===== config.mk =====
export PLATFORM = sky130hd
export DESIGN_NAME = uart_receiver_with_timeout_flat
export DESIGN_NICKNAME = d
export VERILOG_FILES = /design/src/rtl/urx_pkg.sv /design/src/rtl/urx_ifs.sv /design/src/rtl/urx_cfg_regs.sv /design/src/rtl/urx_core.sv /design/src/rtl/uart_receiver_with_timeout.sv /design/src/flat_wrapper.sv
export SDC_FILE = /design/constraint.sdc
export NUM_CORES = 1
export LEC_CHECK = 0
export BUFFER_PORTS_ARGS = -buffer_cell sky130_fd_sc_hd__buf_2
export CELL_PAD_IN_SITES_DETAIL_PLACEMENT = 0
export CELL_PAD_IN_SITES_GLOBAL_PLACEMENT = 2
export CORE_MARGIN = 8
export CORE_UTILIZATION = 42
export CTS_CLUSTER_SIZE = 40
export DETAILED_ROUTE_END_ITERATION = 6
export PLACE_DENSITY_LB_ADDON = 0.1
export SYNTH_ARGS = -nofsm -noshare
export SYNTH_HDL_FRONTEND = slang
export SYNTH_SLANG_ARGS = --single-unit

===== constraint.sdc =====
create_clock -name clk -period 8.9 [get_ports clk]
set_input_delay 1.335 -clock clk [delete_from_list [all_inputs] [get_ports clk]]
set_output_delay 1.335 -clock clk [all_outputs]
set_load 0.02 [all_outputs]

===== src/rtl/urx_pkg.sv =====
// shared types and constants for the uart receiver with timeout
`timescale 1ns / 1ps

package urx_pkg;

    // field widths
    localparam int unsigned PERIOD_W  = 16;
    localparam int unsigned LIMIT_W   = 16;
    localparam int unsigned TIMER_W   = 17;
    localparam int unsigned BIDX_W    = 4;
    localparam int unsigned DATA_W    = 8;
    localparam int unsigned STATUS_W  = 2;
    localparam int unsigned CFG_IDX_W = 8;
    localparam int unsigned CFG_DAT_W = 16;

    // protocol constants
    localparam int unsigned DATA_BITS = 8;
    localparam logic [PERIOD_W-1:0] MIN_BIT_PERIOD = 16'd4;

    // register reset values
    localparam logic [PERIOD_W-1:0] BIT_PERIOD_RST  = 16'd104;
    localparam logic [PERIOD_W-1:0] POLL_PERIOD_RST = 16'd1;

    // register indexes
    localparam logic [CFG_IDX_W-1:0] REG_BIT_PERIOD  = 8'd0;
    localparam logic [CFG_IDX_W-1:0] REG_POLL_PERIOD = 8'd1;

    // result status codes
    localparam logic [STATUS_W-1:0] ST_OK      = 2'd0;
    localparam logic [STATUS_W-1:0] ST_FRAME   = 2'd1;
    localparam logic [STATUS_W-1:0] ST_TIMEOUT = 2'd2;

    typedef enum logic [1:0] {
        PH_IDLE = 2'd0,
        PH_HUNT = 2'd1,
        PH_DATA = 2'd2,
        PH_STOP = 2'd3
    } phase_t;

    // live register values seen by the core
    typedef struct packed {
        logic [PERIOD_W-1:0] bit_period;
        logic [PERIOD_W-1:0] poll_period;
    } cfg_t;

    // one result word
    typedef struct packed {
        logic [DATA_W-1:0]   data_byte;
        logic [STATUS_W-1:0] status;
    } res_t;

endpackage


===== src/rtl/urx_ifs.sv =====
// valid/ready channel interfaces for ticks, results and register writes
`timescale 1ns / 1ps

interface urx_tick_if;
    logic                         valid;
    logic                         ready;
    logic                         arm;
    logic [urx_pkg::LIMIT_W-1:0]  timeout_polls;
    logic                         rx_line;

    modport source (output valid, arm, timeout_polls, rx_line, input ready);
    modport sink   (input valid, arm, timeout_polls, rx_line, output ready);
endinterface

interface urx_result_if;
    logic                          valid;
    logic                          ready;
    logic [urx_pkg::DATA_W-1:0]    data_byte;
    logic [urx_pkg::STATUS_W-1:0]  status;

    modport source (output valid, data_byte, status, input ready);
    modport sink   (input valid, data_byte, status, output ready);
endinterface

interface urx_cfg_if;
    logic                           valid;
    logic                           ready;
    logic [urx_pkg::CFG_IDX_W-1:0]  index;
    logic [urx_pkg::CFG_DAT_W-1:0]  data;

    modport source (output valid, index, data, input ready);
    modport sink   (input valid, index, data, output ready);
endinterface


===== src/rtl/urx_cfg_regs.sv =====
// configuration registers: bit period and poll period
`timescale 1ns / 1ps

module urx_cfg_regs (
    input  logic        clk,
    input  logic        rst_n,
    urx_cfg_if.sink     cfg,
    output urx_pkg::cfg_t cfg_vals
);
    import urx_pkg::*;

    logic [PERIOD_W-1:0] bit_period_reg;
    logic [PERIOD_W-1:0] poll_period_reg;

    // writes are always taken
    assign cfg.ready = 1'b1;

    // register file, unknown indexes ignored
    always_ff @(posedge clk or negedge rst_n)
    begin
        if (!rst_n)
        begin
            bit_period_reg  <= BIT_PERIOD_RST;
            poll_period_reg <= POLL_PERIOD_RST;
        end
        else if (cfg.valid)
        begin
            if (cfg.index == REG_BIT_PERIOD)
            begin
                bit_period_reg <= cfg.data;
            end
            else if (cfg.index == REG_POLL_PERIOD)
            begin
                poll_period_reg <= cfg.data;
            end
        end
    end

    assign cfg_vals.bit_period  = bit_period_reg;
    assign cfg_vals.poll_period = poll_period_reg;

endmodule


===== src/rtl/urx_core.sv =====
// receive state machine: one tick step per accepted word
`timescale 1ns / 1ps

module urx_core (
    input  logic                         clk,
    input  logic                         rst_n,
    input  logic                         step,
    input  logic                         arm,
    input  logic [urx_pkg::LIMIT_W-1:0]  timeout_polls,
    input  logic                         rx_line,
    input  urx_pkg::cfg_t                cfg_vals,
    output logic                         res_valid,
    output urx_pkg::res_t                res,
    output logic                         busy
);
    import urx_pkg::*;

    phase_t              phase_reg, phase_next;
    logic [TIMER_W-1:0]  timer_reg, timer_next;
    logic [LIMIT_W-1:0]  polls_reg, polls_next;
    logic [LIMIT_W-1:0]  limit_reg, limit_next;
    logic [BIDX_W-1:0]   bidx_reg, bidx_next;
    logic [DATA_W-1:0]   shift_reg, shift_next;

    logic [PERIOD_W-1:0] bp_eff;
    logic [PERIOD_W-1:0] pp_eff;
    logic [LIMIT_W-1:0]  polls_inc;
    logic [BIDX_W-1:0]   bidx_inc;

    // clamp short periods
    assign bp_eff    = (cfg_vals.bit_period < MIN_BIT_PERIOD) ? MIN_BIT_PERIOD
                                                              : cfg_vals.bit_period;
    assign pp_eff    = (cfg_vals.poll_period == '0) ? PERIOD_W'(1) : cfg_vals.poll_period;
    assign polls_inc = polls_reg + LIMIT_W'(1);
    assign bidx_inc  = bidx_reg + BIDX_W'(1);

    // state registers
    always_ff @(posedge clk or negedge rst_n)
    begin
        if (!rst_n)
        begin
            phase_reg <= PH_IDLE;
            timer_reg <= '0;
            polls_reg <= '0;
            limit_reg <= '0;
            bidx_reg  <= '0;
            shift_reg <= '0;
        end
        else
        begin
            phase_reg <= phase_next;
            timer_reg <= timer_next;
            polls_reg <= polls_next;
            limit_reg <= limit_next;
            bidx_reg  <= bidx_next;
            shift_reg <= shift_next;
        end
    end

    // next state and result
    always_comb
    begin
        phase_next    = phase_reg;
        timer_next    = timer_reg;
        polls_next    = polls_reg;
        limit_next    = limit_reg;
        bidx_next     = bidx_reg;
        shift_next    = shift_reg;
        res_valid     = 1'b0;
        res.data_byte = '0;
        res.status    = ST_OK;
        if (step)
        begin
            case (phase_reg)
                PH_IDLE:
                begin
                    if (arm)
                    begin
                        if (timeout_polls == '0)
                        begin
                            res_valid  = 1'b1;
                            res.status = ST_TIMEOUT;
                            timer_next = '0;
                        end
                        else
                        begin
                            limit_next = timeout_polls;
                            polls_next = '0;
                            timer_next = '0;
                            bidx_next  = '0;
                            shift_next = '0;
                            phase_next = PH_HUNT;
                        end
                    end
                end
                PH_HUNT:
                begin
                    if (timer_reg != '0)
                    begin
                        timer_next = timer_reg - TIMER_W'(1);
                    end
                    else if (!rx_line)
                    begin
                        // start bit seen, first sample at 1.25 bit periods
                        timer_next = {1'b0, bp_eff} + {3'b000, bp_eff[PERIOD_W-1:2]}
                                     - TIMER_W'(1);
                        bidx_next  = '0;
                        shift_next = '0;
                        phase_next = PH_DATA;
                    end
                    else
                    begin
                        polls_next = polls_inc;
                        if (polls_inc >= limit_reg)
                        begin
                            res_valid  = 1'b1;
                            res.status = ST_TIMEOUT;
                            phase_next = PH_IDLE;
                            timer_next = '0;
                        end
                        else
                        begin
                            timer_next = {1'b0, pp_eff} - TIMER_W'(1);
                        end
                    end
                end
                PH_DATA:
                begin
                    if (timer_reg != '0)
                    begin
                        timer_next = timer_reg - TIMER_W'(1);
                    end
                    else
                    begin
                        // lsb first sample
                        shift_next = shift_reg | (DATA_W'(rx_line) << bidx_reg[2:0]);
                        bidx_next  = bidx_inc;
                        timer_next = {1'b0, bp_eff} - TIMER_W'(1);
                        if (bidx_inc >= BIDX_W'(DATA_BITS))
                        begin
                            phase_next = PH_STOP;
                        end
                    end
                end
                PH_STOP:
                begin
                    if (timer_reg != '0)
                    begin
                        timer_next = timer_reg - TIMER_W'(1);
                    end
                    else
                    begin
                        res_valid  = 1'b1;
                        phase_next = PH_IDLE;
                        timer_next = '0;
                        if (rx_line)
                        begin
                            res.data_byte = shift_reg;
                            res.status    = ST_OK;
                        end
                        else
                        begin
                            res.status = ST_FRAME;
                        end
                    end
                end
                default:
                begin
                    phase_next = PH_IDLE;
                end
            endcase
        end
    end

    assign busy = (phase_reg != PH_IDLE);

endmodule


===== src/rtl/uart_receiver_with_timeout.sv =====
// uart 8n1 receiver with bounded start-bit hunt
// throughput: one tick word per cycle while the result side takes words
// the tick is held in an input register and stepped through the state machine
// into an output register; ticks stall only when a result waits unread
// reset: asynchronous active low, idle phase, bit period 104, poll period 1
`timescale 1ns / 1ps

module uart_receiver_with_timeout (
    input  logic          clk,
    input  logic          rst_n,
    urx_tick_if.sink      tick,
    urx_result_if.source  result,
    urx_cfg_if.sink       cfg
);
    import urx_pkg::*;

    logic                s1_valid_reg;
    logic                s1_arm_reg;
    logic [LIMIT_W-1:0]  s1_limit_reg;
    logic                s1_rx_reg;
    logic                out_valid_reg;
    res_t                out_res_reg;

    logic                s1_adv;
    logic                core_res_valid;
    res_t                core_res;
    logic                core_busy;
    cfg_t                cfg_vals;

    // configuration registers
    urx_cfg_regs u_cfg (
        .clk      (clk),
        .rst_n    (rst_n),
        .cfg      (cfg),
        .cfg_vals (cfg_vals)
    );

    // step the held tick when the output register has room
    assign s1_adv     = s1_valid_reg && (!out_valid_reg || result.ready);
    assign tick.ready = !s1_valid_reg || s1_adv;

    urx_core u_core (
        .clk           (clk),
        .rst_n         (rst_n),
        .step          (s1_adv),
        .arm           (s1_arm_reg),
        .timeout_polls (s1_limit_reg),
        .rx_line       (s1_rx_reg),
        .cfg_vals      (cfg_vals),
        .res_valid     (core_res_valid),
        .res           (core_res),
        .busy          (core_busy)
    );

    // input register control
    always_ff @(posedge clk or negedge rst_n)
    begin
        if (!rst_n)
        begin
            s1_valid_reg <= 1'b0;
        end
        else if (tick.ready)
        begin
            s1_valid_reg <= tick.valid;
        end
    end

    // input register payload
    always_ff @(posedge clk)
    begin
        if (tick.valid && tick.ready)
        begin
            s1_arm_reg   <= tick.arm;
            s1_limit_reg <= tick.timeout_polls;
            s1_rx_reg    <= tick.rx_line;
        end
    end

    // output register control
    always_ff @(posedge clk or negedge rst_n)
    begin
        if (!rst_n)
        begin
            out_valid_reg <= 1'b0;
        end
        else if (s1_adv)
        begin
            out_valid_reg <= core_res_valid;
        end
        else if (result.ready)
        begin
            out_valid_reg <= 1'b0;
        end
    end

    // output register payload
    always_ff @(posedge clk)
    begin
        if (s1_adv && core_res_valid)
        begin
            out_res_reg <= core_res;
        end
    end

    assign result.valid     = out_valid_reg;
    assign result.data_byte = out_res_reg.data_byte;
    assign result.status    = out_res_reg.status;

    // a result always ends the attempt
    a_result_ends_attempt: assert property (@(posedge clk) disable iff (!rst_n)
        (s1_adv && core_res_valid) |=> !core_busy)
        else $error("receiver still busy after a result word");

    // only an ok word carries data
    a_data_zero_on_error: assert property (@(posedge clk) disable iff (!rst_n)
        (result.valid && result.status != ST_OK) |-> (result.data_byte == '0))
        else $error("error result word with nonzero data");

    // an empty input register never stalls ticks
    a_ready_when_empty: assert property (@(posedge clk) disable iff (!rst_n)
        !s1_valid_reg |-> tick.ready)
        else $error("tick side stalled with empty input register");

    // a result word is only loaded when the output register is free
    a_no_overwrite: assert property (@(posedge clk) disable iff (!rst_n)
        (out_valid_reg && !result.ready) |=> ($stable(out_res_reg) && out_valid_reg))
        else $error("waiting result word overwritten");

endmodule

===== src/flat_wrapper.sv =====
// flat-port wrapper written by rule: the top's interface ports become plain ports
module uart_receiver_with_timeout_flat import urx_pkg::*;
  (clk, rst_n, tick_valid, tick_arm, tick_timeout_polls, tick_rx_line, tick_ready, result_valid, result_data_byte, result_status, result_ready, cfg_valid, cfg_index, cfg_data, cfg_ready);
  urx_tick_if tick_i ();
  urx_result_if result_i ();
  urx_cfg_if cfg_i ();
  input  logic clk;
  input  logic rst_n;
  input wire logic [$bits(tick_i.valid)-1:0] tick_valid;
  input wire logic [$bits(tick_i.arm)-1:0] tick_arm;
  input wire logic [$bits(tick_i.timeout_polls)-1:0] tick_timeout_polls;
  input wire logic [$bits(tick_i.rx_line)-1:0] tick_rx_line;
  output wire logic [$bits(tick_i.ready)-1:0] tick_ready;
  output wire logic [$bits(result_i.valid)-1:0] result_valid;
  output wire logic [$bits(result_i.data_byte)-1:0] result_data_byte;
  output wire logic [$bits(result_i.status)-1:0] result_status;
  input wire logic [$bits(result_i.ready)-1:0] result_ready;
  input wire logic [$bits(cfg_i.valid)-1:0] cfg_valid;
  input wire logic [$bits(cfg_i.index)-1:0] cfg_index;
  input wire logic [$bits(cfg_i.data)-1:0] cfg_data;
  output wire logic [$bits(cfg_i.ready)-1:0] cfg_ready;
  assign tick_i.valid = tick_valid;
  assign tick_i.arm = tick_arm;
  assign tick_i.timeout_polls = tick_timeout_polls;
  assign tick_i.rx_line = tick_rx_line;
  assign tick_ready = tick_i.ready;
  assign result_valid = result_i.valid;
  assign result_data_byte = result_i.data_byte;
  assign result_status = result_i.status;
  assign result_i.ready = result_ready;
  assign cfg_i.valid = cfg_valid;
  assign cfg_i.index = cfg_index;
  assign cfg_i.data = cfg_data;
  assign cfg_ready = cfg_i.ready;
  uart_receiver_with_timeout u_core (.clk(clk), .rst_n(rst_n), .tick(tick_i), .result(result_i), .cfg(cfg_i));
endmodule

# After elaboration in Yosys (flattened, before gate mapping)
# Index checks and enable logic that the tools add are counted.
# W data, S select, Z words.
dict set report word_totals {
  regBits 125
  output_inout_bits 13
  wordCells 121
}
dict set report op_classes {
  addsub 7
  magnitude_cmp 3
  eq_ne 13
  n_shift 1
  mux 53
  bitwise_logic 5
  n_reduce_logical 24
}
# cell count
set ops {}
lappend ops {{$mux W17} 6}
lappend ops {{$mux W16} 6}
lappend ops {{$pmux W17 S4} 1}
lappend ops {{$mux W8} 5}
lappend ops {{$sub A16 B1 Y17 const B} 2}
lappend ops {{$sub A17 B1 Y17 const B} 2}
lappend ops {{$logic_not A16 Y1} 2}
lappend ops {{$pmux W16 S2} 1}
lappend ops {{$mux W2} 13}
lappend ops {{$pmux W8 S3} 1}
lappend ops {{$mux W4} 5}
lappend ops {{$add A16 B14 Y17} 1}
lappend ops {{$reduce_bool A17 Y1} 1}
lappend ops {{$add A16 B1 Y16 const B} 1}
lappend ops {{$ge A16 B16 Y1} 1}
lappend ops {{$lt A16 B3 Y1 const B} 1}
lappend ops {{$ne A2 B2 Y1 const B} 6}
lappend ops {{$pmux W4 S3} 1}
lappend ops {{$reduce_and A6 Y1} 2}
lappend ops {{$mux W1} 11}
lappend ops {{$eq A8 B1 Y1 const B} 1}
lappend ops {{$logic_not A8 Y1} 1}
lappend ops {{$or A8 B8 Y8} 1}
lappend ops {{$pmux W2 S4} 1}
lappend ops {{other kinds (22)} 33}

# Logic depth before layout (Yosys ltp)
# Gate-level depths: netlist (run 1).
dict set report logic_depth {
  ltp_word 8
  mapped_depth 16
  depth_no_buf 16
}

# Modules after synthesis
# Synthesis (run 1) repeated with hierarchy kept, for this count alone.
dict set report unflattened {
  cells_unflattened 843
  area_unflattened_um2 8184.1
}
# module n_inst cells_per_inst area_each_um2 seq_area_each_um2
set modules_own_cells {}
lappend modules_own_cells {urx_core 1 731 5939.4 1576.5}
lappend modules_own_cells {urx_cfg_regs 1 74 1295.0 805.8}
lappend modules_own_cells {uart_receiver_with_timeout 1 38 949.7 890.9}

# Worst setup path before layout (run 1)
# OpenSTA, ideal clock, no wires.
dict set report synth_timing {
  path_kind {flip-flop to flip-flop}
  startpoint {reg u_core.u_cfg.bit_period_reg[14]}
  endpoint {reg u_core.u_core.timer_reg[13]}
  t_arrival_ps 3785
  required_ps 8764
  setup_slack_ps 4979
  path_stages_with_launch 16
  synth_period_minus_slack_ps 3921
  path_cell_list {dfrtp_1 -> inv_1 -> ha_1 -> nor4b_1 -> and3_1 -> nor2_1 -> ha_1 -> inv_1 -> fa_1 -> a211o_1 -> a21o_1 -> a31oi_2 -> o21ai_0 -> o41a_1 -> a2111oi_0 -> o21ai_0}
}
dict set report synth_via {
  elab_chain_cells 7
}
# item line_no
set synth_lines {}
lappend synth_lines {{start: declaration} urx_cfg_regs.sv:12} ;# logic [PERIOD_W-1:0] bit_period_reg;
lappend synth_lines {{start signal: assignment} urx_cfg_regs.sv:30} ;# bit_period_reg <= cfg.data;
lappend synth_lines {{$lt A16 B3 Y1} urx_core.sv:31} ;# assign bp_eff = (cfg_vals.bit_period < MIN_BIT_PERIOD) ? MIN_BIT_PERIOD
lappend synth_lines {{$mux W16 *} urx_core.sv:31}
lappend synth_lines {{$add A16 B14 Y17} urx_core.sv:105} ;# timer_next = {1'b0, bp_eff} + {3'b000, bp_eff[PERIOD_W-1:2]}
lappend synth_lines {{$sub A17 B1 Y17} urx_core.sv:106} ;# - TIMER_W'(1);
lappend synth_lines {{$mux W17} urx_core.sv:102} ;# else if (!rx_line)
lappend synth_lines {{$mux W17} urx_core.sv:98} ;# if (timer_reg != '0)
lappend synth_lines {{$pmux W17 S4 *} urx_core.sv:74} ;# case (phase_reg)
lappend synth_lines {{end signal: assignment} urx_core.sv:52} ;# timer_reg <= timer_next;
lappend synth_lines {{end: declaration} urx_core.sv:19} ;# logic [TIMER_W-1:0] timer_reg, timer_next;
# Mark *: on every way between the ends. The rest lies on a longest branch, timed or not.
# A chain may end at the register's enable or synchronous reset.

# Worst setup path after layout (run 1)
# Same ends and word-level chain as after synthesis.

==> results.json, run 1 <==
{
  "cts_buffers": 17,
  "hold_end": "u_core.u_core.shift_reg[0]$_DFFE_PN0P_",
  "r2r_cells": 15,
  "timing.final.crit_period_ns": 4.56,
  "slew_violations": 0,
  "cp.arrival_ns": 4.86,
  "vdd_ir_drop_max_uv": 133,
  "row_count": 51,
  "fp.dieW_um": 155,
  "hold_violations": 0,
  "regToRegStartpoint": "u_core.u_cfg.bit_period_reg[14]$_DFFE_PN0P_",
  "hold_ws_ns": 0.486,
  "hold_path.class": "flip-flop to flip-flop",
  "drt-total-wl_um": 22900,
  "min_path_cells": 1,
  "cts_setup_buffers": 0,
  "min_from": "u_core.u_core.shift_reg[0]$_DFFE_PN0P_",
  "die-area_um2": 24100,
  "clock_path_buffers": 2,
  "grt_pass1_vias": 6660,
  "final_cells": 1215,
  "tightest_slew_ns": 1.06,
  "place_ws_ns": 4.39,
  "ys_seq_elements": 125,
  "synthFlopType": "dfrtp_1",
  "avgSynthCellArea_um2": 9.20,
  "yosysSeqAreaShare_pct": 40.2,
  "wl_per_cell_um": 18.8,
  "yosysWarnings": 0,
  "placed_cell_area_um2": 8690,
  "rsz0062_at_grt": "false",
  "fmax_mhz": 219,
  "fillers": 1823,
  "dp_hpwl_um": 17000,
  "placedCellCount": 1183,
  "p_total_mw": 2.24,
  "path_max_fanout": 5,
  "setup_viol_count_final": 0,
  "synth_area_um2": 8140,
  "vias": 6769,
  "drive_above_1_share_pct": 15.2,
  "gp_congestion": 0.857,
  "tritoncts": "done",
  "drt-initial-drc-count": 493,
  "start_kind": "flip-flop",
  "yosys-top-cells-area": "dfrtp_1 29%, edfxtp_1 10%, ha_1 8.8%",
  "synth_top_cell_area_share_pct": 28.6,
  "detail-route-antenna-nets": 0,
  "clk_pin_slew_worst_paths_ns": 0.07,
  "cts_num_sinks": 125,
  "layout_common_cells": "100 x nand2_1, 93 x dfrtp_1, 73 x inv_1",
  "diodes": 0,
  "grt_start_max_net_pins": 69,
  "powerDensity_nw_per_um2": 241,
  "netlist_instances": 885,
  "skew_ns": 0.0178,
  "vias_per_cell": 5.57,
  "power_leakage_nw": 4.19,
  "final_nets": 1042,
  "gr-total-overflow": 0,
  "rr_endpoint": "u_core.u_core.timer_reg[13]$_DFFE_PN0P_",
  "rrSetupSlack_ns": 4.34,
  "async_flop_share_pct": 77.6,
  "synth_top_cell_by_area": "dfrtp_1",
  "max-cap-violations": 0,
  "synth_edf_count": 28,
  "core_area_um2": 19300,
  "setup_tns_ns": 0,
  "grt_pass1_wl_um": 36600,
  "syn_nets": 990,
  "drt_pass1_iterations": 7,
  "h-tree-depth": 4,
  "status": "complete, but fails checks",
  "io_buffers": 58,
  "slew_headroom_pct": 28.6,
  "start_util_pct": 42.2,
  "clock_latency_ns": 0.43,
  "die_h_um": 155,
  "worst_setup_path_end_kind": "flip-flop",
  "largest_reg_flops": 17,
  "setup_slack_ns": 4.34,
  "antenna_found_initial": 0,
  "criticalPathCategory": "flip-flop to flip-flop",
  "final_area_um2": 9300,
  "holdBufCountCts": 0,
  "fin_crit_sh_pct": 51.2,
  "violations": "design-rule violations",
  "postLayoutCoreUtil_pct": 48.3,
  "cts_root_buf": "clkbuf_16",
  "grt_usage_pct": 19.4,
  "final_common_cell": "nand2_1",
  "cts.repair.resized": 0,
  "syn_to_final_growth_pct": 14.3,
  "drc_errors": 7,
  "synth_cell_types": 76,
  "critPathRequiredTime_ns": 9.20,
  "pin_count": 60,
  "cp-startpoint": "u_core.u_cfg.bit_period_reg[14]$_DFFE_PN0P_"
}
## cells by family after synthesis
| family | synth area share [%] |
|---|---|
| AND/OR/NAND/NOR | 20.3 |
| AO/OA/AOI/OAI | 17.6 |
| buffers and inverters | 5.07 |
| flip-flops | 40.2 |
| other | 0.0461 |
| XOR/XNOR | 4.52 |
| adder cells (fa/ha/maj) | 9.01 |
| multiplexers | 3.26 |
## Yosys cell counts (4+ instances only)
master,number
xnor2_1,28
a32o_1,4
or4_1,4
nor4_1,12
a221oi_1,5
nand3_1,33
or3_1,13
a2111oi_0,4
a211oi_1,5
xor2_1,14
nand4_1,11
dfrtp_1,93
clkbuf_1,25
nand2_1,100
nor3_1,21
o211ai_1,7
nand2b_1,14
nand3b_1,4
ha_1,57
o21ai_0,64
dfstp_2,4
and3_1,16
o31ai_1,13
and2_1,22
nor2_1,39
or2_2,5
mux2i_1,4
a21o_1,9
a31oi_1,10
a21oi_1,28
inv_1,73
mux2_2,20
nor2b_1,6
buf_2,6
edfxtp_1,28
nor4_2,4
o21a_1,9
## metal layers
layer / up-vias / share of wire, % / wire length, um / track usage, %
li1: 3306 / - / - / -
met1: 3237 / 52 / 11900 / 28.9
met2: 193 / 41 / 9480 / 27.8
met3: 33 / 5.2 / 1180 / 3.80
met4: 0 / 1.5 / 351 / 5.50
met5: - / 0 / 0 / 0
## cell type report
type / instances / area, um2 / share of cell area (%)
Clock buffer: 18 / 429 / 4.61
Clock inverter: 14 / 183 / 1.96
Inverter: 73 / 274 / 2.95
Multi-Input combinational cell: 654 / 4460 / 47.9
Sequential cell: 125 / 3270 / 35.2
Tap cell: 265 / 332 / 3.56
Timing Repair Buffer: 66 / 353 / 3.79
## critical path, stage by stage (launching register included)
cell       delay (ns)
dfrtp_1          0.42
inv_1            0.14
ha_1             0.25
nor4b_1          0.50
and3_1           0.36
nor2_1           0.12
ha_1             0.31
inv_1            0.07
fa_1             0.48
a211o_1          0.33
a21o_1           0.18
a31oi_2          0.24
o21ai_0          0.14
o41a_1           0.33
a2111oi_0        0.41
o21ai_0          0.15
## worst max path at each step
stage,endpoint,slack [ns]
floorplan,u_core.u_core.timer_reg[13]$_DFFE_PN0P_,4.98
global placement,u_core.u_core.timer_reg[13]$_DFFE_PN0P_,4.60
detailed placement,u_core.u_core.timer_reg[13]$_DFFE_PN0P_,4.39
CTS,u_core.u_core.timer_reg[13]$_DFFE_PN0P_,4.38
global route,u_core.u_core.timer_reg[13]$_DFFE_PN0P_,4.02
finish,u_core.u_core.timer_reg[13]$_DFFE_PN0P_,4.34
## report_power, final
group / switching (mW) / internal [mW]
Combinational: 0.475 / 0.284
Clock: 0.288 / 0.446
Sequential: 0.0760 / 0.673
Note: power is estimated with default switching activity, not from simulation.
==> run 2: changes to the inputs <==
- ABC_AREA: not set -> 1
- CORE_UTILIZATION: 42 -> 32
- clock period: 8.9 -> 3.8 ns (I/O delays scaled with it)
==> run 2 against run 1 <==
Compared with the run above: the run now ends clean; register-to-register slack lost 3.9 ns; largest cell class unchanged; maximum frequency grew 34%; cell area grew 8.0%; synthesized cell count grew 32%; first-iteration DRC count grew 4.5%; cell count grew 32%; clock power grew 130%; critical endpoint is now u_core.result.data_byte[0]$_SDFFCE_PP0P_; largest power group unchanged.
==> results.json, run 2 <==
{
  "status": "completed",
  "start_util_pct": 32.4,
  "cp-startpoint": "u_core.u_core.polls_reg[0]$_DFFE_PN0P_",
  "wl_met2_um": 12500,
  "cts_buffers": 17,
  "power_frac_comb_pct": 47.7,
  "cts_root_buf": "clkbuf_16",
  "gr-total-overflow": 0,
  "p_seq_share_pct": 27.4,
  "tritoncts": "done",
  "synth_area_um2": 8650,
  "placedCellCount": 1566,
  "swShare_pct": 45.2,
  "drive_above_1_share_pct": 13.5,
  "hold_violations": 0,
  "grt_start_max_net_pins": 51,
  "cts_num_sinks": 125,
  "gp_congestion": 0.851,
  "path_max_fanout": 11,
  "final_nets": 1351,
  "rsz0062_at_grt": "false",
  "diodes": 0,
  "drt-total-wl_um": 26100,
  "setup_viol_count_final": 0,
  "drt_pass1_iterations": 5,
  "wl_per_cell_um": 16.3,
  "detail-route-antenna-nets": 0,
  "clk_pin_slew_worst_paths_ns": 0.07,
  "synth_common_cells": "262 x nand2_1, 202 x inv_1, 132 x nor2_1",
  "fillers": 2880,
  "grt_pass1_wl_um": 42200,
  "rrSetupSlack_ns": 0.39,
  "clock_latency_ns": 0.42,
  "yosysSeqAreaShare_pct": 37.8,
  "vias_per_cell": 4.73,
  "row_count": 60,
  "dp_hpwl_um": 20600,
  "setup.worst_path.end": "u_core.result.data_byte[0]$_SDFFCE_PP0P_",
  "h-tree-depth": 4,
  "tightest_slew_ns": 0.820,
  "skew_ns": 0.0102,
  "synth_edf_count": 28,
  "final_area_um2": 10100,
  "ys_seq_elements": 125,
  "regToRegStartpoint": "u_core.u_core.polls_reg[0]$_DFFE_PN0P_",
  "max-cap-violations": 0,
  "routed-wl-met3_um": 861,
  "grt_usage_pct": 16.4,
  "die_h_um": 180,
  "power_leakage_nw": 5.12,
  "antenna_found_initial": 0,
  "io_buffers": 58,
  "syn_to_final_growth_pct": 16.2,
  "async_flop_share_pct": 77.6,
  "worst_setup_path_end_kind": "flip-flop",
  "synth_top_cell_area_share_pct": 26.9,
  "syn_nets": 1275,
  "powerDensity_nw_per_um2": 678,
  "hold_path.class": "input pin to asynchronous set/reset pin",
  "internal_power_mw": 3.73,
  "critPathRequiredTime_ns": 3.92,
  "yosysWarnings": 0,
  "drt-initial-drc-count": 515,
  "top_layer_used": "met4",
  "placed_cell_area_um2": 9400,
  "cp.arrival_ns": 3.53,
  "netlist_instances": 1170,
  "pin_count": 60,
  "fin_crit_sh_pct": 89.7,
  "slew_violations": 0,
  "yosys-top-cells-area": "dfrtp_1 27%, nand2_1 11%, edfxtp_1 9.7%",
  "final_cells": 1600,
  "holdBufCountCts": 0,
  "criticalPathCategory": "flip-flop to flip-flop",
  "clock_path_buffers": 2,
  "core_area_um2": 26700,
  "die-area_um2": 32600,
  "synthFlopType": "dfrtp_1",
  "p_total_mw": 6.81,
  "layout_common_cells": "261 x nand2_1, 202 x inv_1, 131 x nor2_1",
  "wl_met1_um": 12100,
  "hold_ws_ns": 0.163,
  "fp.dieW_um": 180,
  "synth_top_cell_by_area": "dfrtp_1",
  "timing.final.crit_period_ns": 3.41,
  "rr_endpoint": "u_core.result.data_byte[0]$_SDFFCE_PP0P_",
  "clkPwrFrac_pct": 24.8,
  "largest_reg_flops": 17,
  "switchingPower_mw": 3.08,
  "grt_pass1_vias": 7722,
  "r2r_cells": 18,
  "fmax_mhz": 294,
  "vias": 7573,
  "synth_most_common_cell": "nand2_1",
  "avgSynthCellArea_um2": 7.39,
  "synth_cell_types": 50,
  "vdd_ir_drop_max_uv": 309,
  "final_common_cell": "nand2_1",
  "start_kind": "flip-flop",
  "drc_errors": 0,
  "setup_tns_ns": 0,
  "slew_headroom_pct": 45.3
}
## run 2: cell types whose count changed after synthesis, moves of 12 or more
cell and change:
nand2_1 +162, inv_1 +129, nor2_1 +93, nand3_1 +49, o21ai_0 +29, and2_1 -22
mux2_2 -20, xnor2_1 -19, and3_1 -15, nand2b_1 -14, nand4_1 +13, o31ai_1 -12
or3_1 -12, xor2_1 +12
## run 2: per-layer routing
layer  global-route usage [%]  vias up
li1                         -     3916
met1                     20.4     3489
met2                     28.1      141
met3                     2.92       27
met4                     5.49        0
met5                        0        -
## run 2: power by group through the flow
stage | Clock [mW] | Sequential (mW) | Combinational (mW)
CTS | 1.74 | 1.87 | 3.27
detailed placement | 0 | 1.89 | 3.25
floorplan | 0 | 1.83 | 2.38
global placement | 0 | 1.89 | 3.27
global route | 1.79 | 1.91 | 3.71
finish | 1.69 | 1.87 | 3.25
## run 2: kinds of logic after synthesis
family                     count (synthesis)  share of synthesized area (%)
AOI/OAI and AO/OA                        170                           11.4
xor gates and xnor gates                  35                           3.54
adders and majority gates                 58                           8.48
buffers and inverters                    228                           10.5
DFF                                      125                           37.8
other                                      1                         0.0433
and+or+nand+nor                          553                           28.2
## run 2: critical path: stages (launching register included)
cell	delay [ns]
dfrtp_1	0.38
inv_1	0.08
nor3_1	0.22
nand3_1	0.24
nor2_1	0.21
xor2_1	0.25
inv_1	0.08
ha_1	0.30
nand2_1	0.07
nor2_1	0.28
nand2_1	0.09
nand2_1	0.10
nand2_1	0.10
nand3_2	0.11
nand3_1	0.11
nand2_1	0.11
inv_1	0.06
o21ai_2	0.10
buf_4	0.20
## run 2: cell type report
cell class | count | area (um2) | area share, %
Multi-Input combinational cell | 817 | 4510 | 44.9
Sequential cell | 125 | 3270 | 32.6
Inverter | 204 | 771 | 7.67
Timing Repair Buffer | 81 | 478 | 4.76
Clock buffer | 18 | 429 | 4.27
Tap cell | 341 | 427 | 4.24
Clock inverter | 14 | 160 | 1.59
## run 2: worst min path at each step
stage / endpoint / slack [ns] / depth (start not counted)
2_1_floorplan: asynchronous set/reset pin / 0.27 / 0
6_report: u_core.u_core.limit_reg[6]$_DFFE_PN0P_ / 0.16 / 1
4_1_cts: u_core.u_core.limit_reg[6]$_DFFE_PN0P_ / 0.20 / 1
3_5_place_dp: u_core.u_cfg.bit_period_reg[15]$_DFFE_PN0P_ / 0.48 / 2
5_1_grt: u_core.u_core.limit_reg[6]$_DFFE_PN0P_ / 0.22 / 1
3_3_place_gp: u_core.u_core.limit_reg[12]$_DFFE_PN0P_ / 0.47 / 2
## run 2: through the flow
step                util [%]  setup slack (ns)
floorplan                  -             0.709
global placement        35.2             0.165
detailed placement      35.2             0.242
CTS                     37.4             0.212
global route            37.6            0.0338
finish                  37.6             0.393
## run 2: repair_timing
action                                  4_1_cts  5_1_grt
endpoints found under the setup margin        0       27
setup buffers                                 0        2
resized for setup                             0        9
==> run 3: changes to the inputs <==
- CORE_ASPECT_RATIO: not set -> 0.5
- CORE_UTILIZATION: 32 -> 39
- clock period: 3.8 -> 4.2 ns (I/O delays scaled with it)
==> run 3 against run 2 <==
Compared with the run above: via count down 0.95%; power fell by 11%; sequential power shrank 9.6%; clock power fell by 7%; combinational power down 13%; routed wire length down 7.0%; sequential share of layout area is 0.63 points higher; critical path type unchanged; critical endpoint is now u_core.result.data_byte[1]$_SDFFCE_PP0P_.
==> results.json, run 3 (synthesis results as in run 2) <==
{
  "p_total_mw": 6.08,
  "cts_num_sinks": 125,
  "start_kind": "flip-flop",
  "final_common_cell": "nand2_1",
  "grt_usage_pct": 18.5,
  "status": "completed",
  "clk_pin_slew_worst_paths_ns": 0.06,
  "final_nets": 1336,
  "vias": 7501,
  "grt_start_max_net_pins": 50,
  "die_h_um": 121,
  "rsz0062_at_grt": "false",
  "max-cap-violations": 0,
  "slew_headroom_pct": 24.0,
  "drive_above_1_share_pct": 11.7,
  "cp_slowest_stage_delay_ns": 0.39,
  "gp_congestion": 0.873,
  "worst_setup_path_end_kind": "flip-flop",
  "crit_top_cell": "nand3_1",
  "syn_to_final_growth_pct": 14.0,
  "largest_reg_flops": 17,
  "clock_path_buffers": 2,
  "drc_errors": 0,
  "cp.arrival_ns": 3.65,
  "power_frac_comb_pct": 46.4,
  "critPathRequiredTime_ns": 4.28,
  "h-tree-depth": 4,
  "r2r_cells": 17,
  "swShare_pct": 44.4,
  "cts_buffers": 17,
  "drt_pass1_iterations": 5,
  "regToRegStartpoint": "u_core.u_core.polls_reg[2]$_DFFE_PN0P_",
  "cts_root_buf": "clkbuf_16",
  "vias_per_cell": 4.86,
  "power_leakage_nw": 5.03,
  "diodes": 0,
  "row_count": 38,
  "path_max_fanout": 11,
  "vdd_ir_drop_max_uv": 219,
  "cp_cell_sequence": "inv_1 -> nor3_1 -> nand3_1 -> nor3_1 -> xor2_1 -> inv_1 -> ha_1 -> nand2_1 -> inv_1 -> nand3_1 -> nor2_1 -> nand3_1 -> nand3_1 -> nand3_1 -> nand2_1 -> inv_1 -> o21ai_4",
  "internal_power_mw": 3.38,
  "dp_hpwl_um": 19000,
  "tritoncts": "done",
  "detail-route-antenna-nets": 0,
  "path_delay_family": "simple AND/OR/NAND/NOR gates",
  "gr-total-overflow": 0,
  "wl_per_cell_um": 15.7,
  "skew_ns": 0.0152,
  "fillers": 2246,
  "cts_setup_buffers": 0,
  "hold_path.class": "input pin to asynchronous set/reset pin",
  "layout_common_cells": "262 x nand2_1, 202 x inv_1, 132 x nor2_1",
  "powerDensity_nw_per_um2": 617,
  "slew_violations": 0,
  "setup_tns_ns": 0,
  "start_util_pct": 39.8,
  "worst-path-buf-inv": 4,
  "drt-total-wl_um": 24200,
  "tightest_slew_ns": 1.14,
  "die-area_um2": 27500,
  "hold_violations": 0,
  "pin_count": 60,
  "fp.dieW_um": 227,
  "grt_pass1_wl_um": 39700,
  "criticalPathCategory": "flip-flop to flip-flop",
  "rr_endpoint": "u_core.result.data_byte[1]$_SDFFCE_PP0P_",
  "antenna_found_initial": 0,
  "grt_pass1_vias": 7363,
  "timing.final.crit_period_ns": 3.57,
  "io_buffers": 58,
  "rrSetupSlack_ns": 0.63,
  "setup_viol_count_final": 0,
  "worst_path_max_delay_cell": "nor3_1",
  "clkPwrFrac_pct": 25.8,
  "fmax_mhz": 280,
  "clock_latency_ns": 0.44,
  "fin_crit_sh_pct": 85.1,
  "core_area_um2": 21700,
  "switchingPower_mw": 2.70,
  "drt-initial-drc-count": 407,
  "p_seq_share_pct": 27.8
}
-- run 3: final cells by class --
class / count / area, um2 / area share, %
clock inverter: 15 / 184 / 1.87
inverter: 204 / 771 / 7.82
clock buffer: 17 / 425 / 4.31
multi-input combinational: 817 / 4480 / 45.4
sequential: 125 / 3270 / 33.2
tap: 300 / 375 / 3.81
timing repair buffer: 66 / 353 / 3.58
-- run 3: layer usage --
layer | GRT usage, % | up-vias | part of all wire (%)
li1 | - | 3884 | -
met2 | 28.8 | 122 | 45
met5 | 0 | - | 0
met1 | 26.2 | 3479 | 51
met3 | 3.81 | 16 | 3.2
met4 | 4.13 | 0 | 0.73
-- run 3: power groups by stage --
stage | sequential [mW] | clock [mW] | combinational (mW)
global route | 1.73 | 1.65 | 3.25
CTS | 1.69 | 1.60 | 2.85
floorplan | 1.65 | 0 | 2.15
finish | 1.69 | 1.57 | 2.82
detailed placement | 1.71 | 0 | 2.84
global placement | 1.71 | 0 | 2.83
-- run 3: timing repair --
action / in CTS / in global routing
hold buffers: 0 / 0
resized for setup: 0 / 1
setup endpoints to repair: 0 / 11
-- run 3: worst max path at each step --
stage	from	to	slack, ns	cells after the start
finish	u_core.u_core.polls_reg[2]$_DFFE_PN0P_	u_core.result.data_byte[1]$_SDFFCE_PP0P_	0.63	17
global route	u_core.u_core.polls_reg[2]$_DFFE_PN0P_	u_core.result.data_byte[0]$_SDFFCE_PP0P_	0.06	17
CTS	u_core.u_core.polls_reg[2]$_DFFE_PN0P_	u_core.result.data_byte[3]$_SDFFCE_PP0P_	0.43	17
detailed placement	u_core.u_core.polls_reg[2]$_DFFE_PN0P_	u_core.result.data_byte[7]$_SDFFCE_PP0P_	0.46	17
global placement	u_core.u_core.polls_reg[2]$_DFFE_PN0P_	u_core.result.data_byte[7]$_SDFFCE_PP0P_	0.58	17
floorplan	u_core.u_core.polls_reg[0]$_DFFE_PN0P_	u_core.result.data_byte[0]$_SDFFCE_PP0P_	1.11	20
-- run 3: stage by stage --
stage	utilization, %	worst slack, ns	cells	area [um2]	hold slack (ns)
after floorplan	-	1.11	1170	8650	0.334
after global placement	42.5	0.581	1512	9240	0.473
final	45.4	0.625	1544	9860	0.227
after global routing	45.4	0.0569	1544	9860	0.262
after CTS	45.3	0.427	1544	9850	0.244
after detailed placement	42.5	0.458	1512	9240	0.474
